==> src/rtl/i2rd_pkg.sv <==
// ----------------------------------------------------------------------------
// i2rd_pkg
// Types, sizes and character codes shared by the radix conversion block.
// ----------------------------------------------------------------------------
package i2rd_pkg;

   // Width of the converted integer; a multiple of STEP_BITS.
   localparam int VALUE_BITS     = 32;
   // Quotient bits resolved per cycle of the divider.
   localparam int STEP_BITS      = 8;
   localparam int DIV_CYCLES     = VALUE_BITS / STEP_BITS;
   localparam int STEP_CNT_BITS  = (DIV_CYCLES > 1) ? $clog2(DIV_CYCLES) : 1;
   localparam int DIG_CNT_BITS   = $clog2(VALUE_BITS + 1);
   localparam int DIG_IDX_BITS   = $clog2(VALUE_BITS);

   localparam int RADIX_BITS     = 5;
   localparam int DIGIT_BITS     = 4;
   localparam int CHAR_BITS      = 7;
   localparam int REQ_DATA_BITS  = ((VALUE_BITS + 7) / 8) * 8;
   localparam int RSP_DATA_BITS  = 8;

   localparam logic [RADIX_BITS-1:0] RADIX_RESET = 5'd10;
   localparam logic [RADIX_BITS-1:0] RADIX_MIN   = 5'd2;
   localparam logic [RADIX_BITS-1:0] RADIX_MAX   = 5'd16;

   localparam logic [CHAR_BITS-1:0] MINUS_CODE = 7'd45;
   localparam logic [CHAR_BITS-1:0] DIGIT_CODES [16] = '{
      7'd48, 7'd49, 7'd50, 7'd51, 7'd52, 7'd53, 7'd54, 7'd55,
      7'd56, 7'd57, 7'd65, 7'd66, 7'd67, 7'd68, 7'd69, 7'd70
   };

   typedef enum logic [2:0] {
      ST_IDLE,
      ST_DIVIDE,
      ST_CHECK,
      ST_SIGN,
      ST_DIGITS
   } i2rd_state_type;

   // Commands from the controller to the datapath.
   typedef struct packed {
      logic load;
      logic div_step;
      logic div_done;
      logic emit_sign;
      logic emit_digit;
   } i2rd_cmd_type;

   // Status from the datapath to the controller.
   typedef struct packed {
      logic mag_zero;
      logic neg;
      logic out_free;
      logic last_digit;
   } i2rd_sts_type;

endpackage

==> src/rtl/i2rd_ctrl.sv <==
// ----------------------------------------------------------------------------
// i2rd_ctrl
// Sequencer: accepts an item, runs one division per digit, then emits text.
// ----------------------------------------------------------------------------
module i2rd_ctrl (
   input  logic                  clock,
   input  logic                  reset,
   input  logic                  req_tvalid,
   output logic                  req_tready,
   input  i2rd_pkg::i2rd_sts_type sts,
   output i2rd_pkg::i2rd_cmd_type cmd
);
   import i2rd_pkg::*;

   i2rd_state_type             state_ff, state_in;
   logic [STEP_CNT_BITS-1:0]   step_cnt_ff, step_cnt_in;

   always_ff @(posedge clock) begin
      if (reset) begin
         state_ff    <= ST_IDLE;
         step_cnt_ff <= '0;
      end else begin
         state_ff    <= state_in;
         step_cnt_ff <= step_cnt_in;
      end
   end

   always_comb begin
      state_in    = state_ff;
      step_cnt_in = step_cnt_ff;
      cmd         = '0;
      req_tready  = 1'b0;
      case (state_ff)
         ST_IDLE: begin
            req_tready = 1'b1;
            if (req_tvalid) begin
               cmd.load    = 1'b1;
               step_cnt_in = '0;
               state_in    = ST_DIVIDE;
            end
         end
         ST_DIVIDE: begin
            cmd.div_step = 1'b1;
            if (step_cnt_ff == STEP_CNT_BITS'(DIV_CYCLES - 1)) begin
               cmd.div_done = 1'b1;
               step_cnt_in  = '0;
               state_in     = ST_CHECK;
            end else begin
               step_cnt_in = step_cnt_ff + 1'b1;
            end
         end
         ST_CHECK: begin
            // The quotient left by the last division decides whether more digits follow.
            if (!sts.mag_zero) begin
               state_in = ST_DIVIDE;
            end else if (sts.neg) begin
               state_in = ST_SIGN;
            end else begin
               state_in = ST_DIGITS;
            end
         end
         ST_SIGN: begin
            if (sts.out_free) begin
               cmd.emit_sign = 1'b1;
               state_in      = ST_DIGITS;
            end
         end
         ST_DIGITS: begin
            if (sts.out_free) begin
               cmd.emit_digit = 1'b1;
               if (sts.last_digit) begin
                  state_in = ST_IDLE;
               end
            end
         end
         default: begin
            state_in = ST_IDLE;
         end
      endcase
   end

endmodule

==> src/rtl/i2rd_dpath.sv <==
// ----------------------------------------------------------------------------
// i2rd_dpath
// Magnitude, radix register, shift-subtract divider, digit stack, output stage.
// ----------------------------------------------------------------------------
module i2rd_dpath (
   input  logic                                 clock,
   input  logic                                 reset,
   input  logic [i2rd_pkg::VALUE_BITS-1:0]      value,
   input  logic                                 csr_valid,
   input  logic [i2rd_pkg::RADIX_BITS-1:0]      csr_data,
   input  i2rd_pkg::i2rd_cmd_type               cmd,
   output i2rd_pkg::i2rd_sts_type               sts,
   input  logic                                 rsp_tready,
   output logic                                 rsp_tvalid,
   output logic [i2rd_pkg::CHAR_BITS-1:0]       rsp_char,
   output logic                                 rsp_tlast
);
   import i2rd_pkg::*;

   logic [RADIX_BITS-1:0]   radix_ff, radix_in;
   logic [VALUE_BITS-1:0]   mag_ff, mag_in;
   logic [DIGIT_BITS-1:0]   rem_ff, rem_in;
   logic                    neg_ff, neg_in;
   logic [DIG_CNT_BITS-1:0] ndig_ff, ndig_in;
   logic [DIGIT_BITS-1:0]   digit_ff [VALUE_BITS];
   logic [DIG_IDX_BITS-1:0] rd_idx;
   logic                    rsp_valid_ff, rsp_valid_in;
   logic [CHAR_BITS-1:0]    rsp_char_ff, rsp_char_in;
   logic                    rsp_last_ff, rsp_last_in;
   logic [VALUE_BITS-1:0]   quo_step;
   logic [DIGIT_BITS-1:0]   rem_step;
   logic                    out_free;

   // Writes are clamped into 2..16 as they are stored.
   always_comb begin
      radix_in = radix_ff;
      if (csr_valid) begin
         if (csr_data < RADIX_MIN) begin
            radix_in = RADIX_MIN;
         end else if (csr_data > RADIX_MAX) begin
            radix_in = RADIX_MAX;
         end else begin
            radix_in = csr_data;
         end
      end
   end

   // STEP_BITS restoring steps per cycle; the remainder always stays below the radix,
   // and quotient bits shift in where dividend bits leave.
   always_comb begin
      logic [VALUE_BITS-1:0] d;
      logic [DIGIT_BITS-1:0] r;
      logic [RADIX_BITS-1:0] t;
      logic                  q;
      d = mag_ff;
      r = rem_ff;
      for (int i = 0; i < STEP_BITS; i++) begin
         t = {r, d[VALUE_BITS-1]};
         q = (t >= radix_ff);
         if (q) begin
            t = t - radix_ff;
         end
         r = t[DIGIT_BITS-1:0];
         d = {d[VALUE_BITS-2:0], q};
      end
      quo_step = d;
      rem_step = r;
   end

   assign out_free = !rsp_valid_ff || rsp_tready;
   assign rd_idx   = DIG_IDX_BITS'(ndig_ff - 1'b1);

   always_comb begin
      mag_in       = mag_ff;
      rem_in       = rem_ff;
      neg_in       = neg_ff;
      ndig_in      = ndig_ff;
      rsp_valid_in = rsp_valid_ff && !rsp_tready;
      rsp_char_in  = rsp_char_ff;
      rsp_last_in  = rsp_last_ff;
      if (cmd.load) begin
         neg_in  = value[VALUE_BITS-1];
         mag_in  = value[VALUE_BITS-1] ? (~value + 1'b1) : value;
         rem_in  = '0;
         ndig_in = '0;
      end
      if (cmd.div_step) begin
         mag_in = quo_step;
         rem_in = rem_step;
      end
      if (cmd.div_done) begin
         rem_in  = '0;
         ndig_in = ndig_ff + 1'b1;
      end
      if (cmd.emit_sign) begin
         rsp_valid_in = 1'b1;
         rsp_char_in  = MINUS_CODE;
         rsp_last_in  = 1'b0;
      end
      if (cmd.emit_digit) begin
         rsp_valid_in = 1'b1;
         rsp_char_in  = DIGIT_CODES[digit_ff[rd_idx]];
         rsp_last_in  = (ndig_ff == DIG_CNT_BITS'(1));
         ndig_in      = ndig_ff - 1'b1;
      end
   end

   always_ff @(posedge clock) begin
      if (reset) begin
         radix_ff     <= RADIX_RESET;
         ndig_ff      <= '0;
         rsp_valid_ff <= 1'b0;
      end else begin
         radix_ff     <= radix_in;
         ndig_ff      <= ndig_in;
         rsp_valid_ff <= rsp_valid_in;
      end
   end

   always_ff @(posedge clock) begin
      mag_ff      <= mag_in;
      rem_ff      <= rem_in;
      neg_ff      <= neg_in;
      rsp_char_ff <= rsp_char_in;
      rsp_last_ff <= rsp_last_in;
   end

   // Digits are stacked least significant first and popped in reverse order.
   always_ff @(posedge clock) begin
      if (cmd.div_done) begin
         digit_ff[ndig_ff[DIG_IDX_BITS-1:0]] <= rem_step;
      end
   end

   assign sts.mag_zero   = (mag_ff == '0);
   assign sts.neg        = neg_ff;
   assign sts.out_free   = out_free;
   assign sts.last_digit = (ndig_ff == DIG_CNT_BITS'(1));

   assign rsp_tvalid = rsp_valid_ff;
   assign rsp_char   = rsp_char_ff;
   assign rsp_tlast  = rsp_last_ff;

endmodule

==> src/rtl/integer_to_radix_digits_top.sv <==
// ----------------------------------------------------------------------------
// integer_to_radix_digits_top
// Converts a signed integer to ASCII text in radix 2..16, one character per item.
// ----------------------------------------------------------------------------
// Channel  Direction  Payload
// req_     in         tdata[31:0] value (signed), tdata holds nothing else
// rsp_     out        tdata[6:0] char_code, tdata[7] zero; tlast last_char
// csr_     in         data[4:0] radix, clamped to 2..16, reset value 10
//
// Each digit takes one full pass of the divider followed by a check of the quotient;
// once the quotient is zero, the sign (for a negative value) and then the digits
// are emitted, each as the output register frees up. The divider resolves
// 8 quotient bits per cycle. The next item is accepted once the last character has
// entered the output register. Reset is synchronous; it clears control state and
// returns the radix to 10.
// ----------------------------------------------------------------------------
module integer_to_radix_digits_top (
   input  logic                                   clock,
   input  logic                                   reset,
   input  logic                                   req_tvalid,
   output logic                                   req_tready,
   input  logic [i2rd_pkg::REQ_DATA_BITS-1:0]     req_tdata,   // [31:0] value
   output logic                                   rsp_tvalid,
   input  logic                                   rsp_tready,
   output logic [i2rd_pkg::RSP_DATA_BITS-1:0]     rsp_tdata,   // [6:0] char_code
   output logic                                   rsp_tlast,
   input  logic                                   csr_valid,
   output logic                                   csr_ready,
   input  logic [i2rd_pkg::RADIX_BITS-1:0]        csr_data
);
   import i2rd_pkg::*;

   i2rd_cmd_type         cmd;
   i2rd_sts_type         sts;
   logic [CHAR_BITS-1:0] rsp_char;

   assign csr_ready = 1'b1;

   i2rd_ctrl u_ctrl (
      .clock      (clock),
      .reset      (reset),
      .req_tvalid (req_tvalid),
      .req_tready (req_tready),
      .sts        (sts),
      .cmd        (cmd)
   );

   i2rd_dpath u_dpath (
      .clock      (clock),
      .reset      (reset),
      .value      (req_tdata[VALUE_BITS-1:0]),
      .csr_valid  (csr_valid),
      .csr_data   (csr_data),
      .cmd        (cmd),
      .sts        (sts),
      .rsp_tready (rsp_tready),
      .rsp_tvalid (rsp_tvalid),
      .rsp_char   (rsp_char),
      .rsp_tlast  (rsp_tlast)
   );

   assign rsp_tdata = {{(RSP_DATA_BITS - CHAR_BITS){1'b0}}, rsp_char};

endmodule

==> config.mk <==
export PLATFORM = sky130hd
export DESIGN_NAME = integer_to_radix_digits_top
export DESIGN_NICKNAME = d
export VERILOG_FILES = /design/src/rtl/i2rd_pkg.sv /design/src/rtl/i2rd_ctrl.sv /design/src/rtl/i2rd_dpath.sv /design/src/rtl/integer_to_radix_digits_top.sv
export SDC_FILE = /design/constraint.sdc
export NUM_CORES = 1
export LEC_CHECK = 0
export ABC_AREA = 1
export BUFFER_PORTS_ARGS = -buffer_cell sky130_fd_sc_hd__buf_4
export CAP_MARGIN = 30
export CELL_PAD_IN_SITES_DETAIL_PLACEMENT = 0
export CELL_PAD_IN_SITES_GLOBAL_PLACEMENT = 1
export CORE_MARGIN = 10
export CORE_UTILIZATION = 40
export DETAILED_ROUTE_END_ITERATION = 8
export PLACE_DENSITY_LB_ADDON = 0.08
export SYNTH_ARGS = -nofsm -noshare
export SYNTH_HDL_FRONTEND = slang
export SYNTH_SLANG_ARGS = --single-unit
export TNS_END_PERCENT = 50
==> constraint.sdc <==
create_clock -name clock -period 12.2 [get_ports clock]
set_input_delay 0 -clock clock [delete_from_list [all_inputs] [get_ports clock]]
set_output_delay 0 -clock clock [all_outputs]
set_load 0.03 [all_outputs]
==> run metrics <==
Layout Nets=around 1400; Max Cap Viol=0; Post-DRT Antenna Nets=0; status=complete, no violations; total CTS buffers=17; GRT met3 Usage=0.02554; Seq/Total Area, Yosys=0.4994; Placer Congestion=0.8736; setup repair bufs after CTS=0; part of the cycle the worst path needs=0.8935; pin count of the biggest net entering global routing=57; critical path launch point type=flip-flop; vias in the first global route=8501; CP Class=reg -> reg; dpl hpwl=20170 um; antenna cell count=0; chip height=185.9 um; unrepaired setup endpoints after global routing=no; die area=34550 um2; First DRT Iteration DRCs=525; Die Wd=roughly 190 um; mapped cell area=11000 um2; DRT Wirelength=around 29000 um; dpl ws=1036 ps; # port buffers=51; Initial Util=0.4072; Vias per Instance=between 5 and 6; Primary FF master, synth=edfxtp_1; clock sink count=190; Post-Syn Instances=1228; Yosys reg bits=190; Worst Tran Pin Value=around 900 ps; Slowest-stage cell, CP=ha_1; Worst R2R End=u_dpath.digit_ff[30][2]; commonest non-fill, non-tap cell in the layout=nand2_1; Longest Clk Path Bufs=2; Min-Delay Path Depth=4; Hold Violations, Final=0; CTS Root Cell=clkbuf_16; Hold WS=15.88 ps; final non-filler cell total=1651; Worst R2R Setup Slack=~1300 ps; Relative slew margins=0.4097; asr flop ratio synth=0; Setup Viol. Count Final=0; GRT Resource Usage Total=0.1739; Crit. End Element=flip-flop; worst-path fanout max=33; wire length of the first global-routing pass=about 47000 um; DRC Markers=0; count of pins over their slew limit=0; Worst EP arrival=10910 ps; clk_skew=19.98 ps; detailed-route via count=8446; number of synthesized flops with an enable pin=169; Row Count=60; Critical R2R Launch=u_dpath.radix_ff[2]; met2 usage=0.3024; WL/cell=17.50 um; IO Count=54; commonest cells after routing, fill and taps aside=nand2_1 (229), nor2_1 (201), edfxtp_1 (169); Register-to-Register Path Depth=61; Total Neg Setup Slack=0 ps; clock slew at reported path FFs=~80 ps; clock latency on the worst-skew pair=430 ps; hold_sp=req_tdata[30]; Congestion Overflow GR=0; cell mode on critical path=nand2_1; Pre-antenna DRT Iters=5; hold path endpoint=u_dpath.mag_ff[30]; Post-Syn Nets=1327; H-Tree Depth=4; Yosys warning count=0; CTS tree=yes; max frequency=91.74 MHz; worst setup margin=1299 ps; shortest period the worst path allows=around 11000 ps; Unique masters post-synth=48; placed cell count=1592; layout cells sized above 1=0.1092; Most Crowded Layer GR=met2; Critical Path RT=roughly 12000 ps; Worst Hold Class=in -> reg; GRT met1 Usage=0.2191; core area=27030 um2; CP max stage delay=360 ps; initial antenna violation count=0; Area growth syn-to-layout=13.79%; Mean Syn Cell Area=8.961 um2
==> area by class of cell <==
| type | count | area (um2) |
|---|---|---|
| Clock buffer | 18 | 429.2 |
| Clock inverter | 14 | 151.4 |
| Fill cell | 2685 | 14500 |
| Inverter | 113 | 431.7 |
| Multi-Input combinational cell | 885 | 4843 |
| Sequential cell | 190 | 5497 |
| Tap cell | 341 | 426.7 |
| Timing Repair Buffer | 90 | 743.2 |
==> repair_timing <==
action,in CTS,in global routing
gates resized for setup,0,1
setup endpoints to repair,0,33
hold buffers,27,0
endpoints found under the hold margin,27,0
==> cell usage after synthesis, types with 12 or more instances <==
cell type	instances	area share
edfxtp_1	169	0.46
o211ai_1	23	0.016
ha_1	49	0.056
inv_1	106	0.036
nand2_1	230	0.078
o21ai_0	79	0.036
clkbuf_1	17	0.0058
nor2_1	201	0.069
o21ai_1	36	0.016
xor2_1	22	0.018
nand4_1	18	0.010
dfxtp_1	21	0.038
nand3_1	78	0.035
a21oi_1	36	0.016
xnor2_1	15	0.012
nor3_1	12	0.0055
or2_2	13	0.0074
==> through the flow <==
stage / cell area (um2) / utilization
6_report: 12520 / 0.4633
2_1_floorplan: 11000 / -
3_5_place_dp: 11670 / 0.4318
3_3_place_gp: 11670 / 0.4318
4_1_cts: 12520 / 0.4632
5_1_grt: 12520 / 0.4633
==> worst max-delay path, delay by kind of cell (launching register included) <==
kind / cells / cell delay, ps
fa+ha+maj: 8 / 2480
compound gates: 7 / 1450
simple gates: 38 / 5010
flops: 1 / 310
buf+inv: 8 / 1190
==> worst max path at each step <==
stage	from	end	cells after the start
after global placement	u_dpath.radix_ff[4]	u_dpath.digit_ff[14][2]	60
after detailed placement	u_dpath.radix_ff[2]	u_dpath.digit_ff[28][2]	61
after floorplan	u_dpath.radix_ff[1]	u_dpath.digit_ff[0][1]	62
after global routing	u_dpath.radix_ff[2]	u_dpath.digit_ff[30][2]	61
final	u_dpath.radix_ff[2]	u_dpath.digit_ff[30][2]	61
after CTS	u_dpath.radix_ff[4]	u_dpath.digit_ff[30][2]	60
==> cell families (layout without fill, tap and decap cells) <==
group           Yosys count  after routing  synth area share
simple gates            591            591            0.2340
other cells               2              2         0.0006825
compound gates          196            196            0.1005
flops                   190            190            0.4994
xor+xnor                 39             39           0.03445
buf+inv                 153            235           0.06072
fa+ha+maj                57             57           0.07027
==> flip-flops by register name (all words and copies together) (netlist names), 2 cells and up <==
register and count:
u_dpath.digit_ff 128, u_dpath.rsp_char 7, u_dpath.ndig_ff 6, u_ctrl.state_ff 3, u_dpath.mag_ff 32, u_ctrl.step_cnt_ff 2
u_dpath.radix_ff 5, u_dpath.rem_ff 4
==> metal layers <==
layer  vias up  share of wire  wire length (um)
met1      3990           0.46             13210
li1       4308              -                 -
met2       122           0.50             14380
met3        26          0.027               775
met4         0          0.018               527
met5         -              0                 0
Power is left out: the tool's default activity adds up to more than one toggle a clock period on the data nets, which glitch-free logic cannot reach.
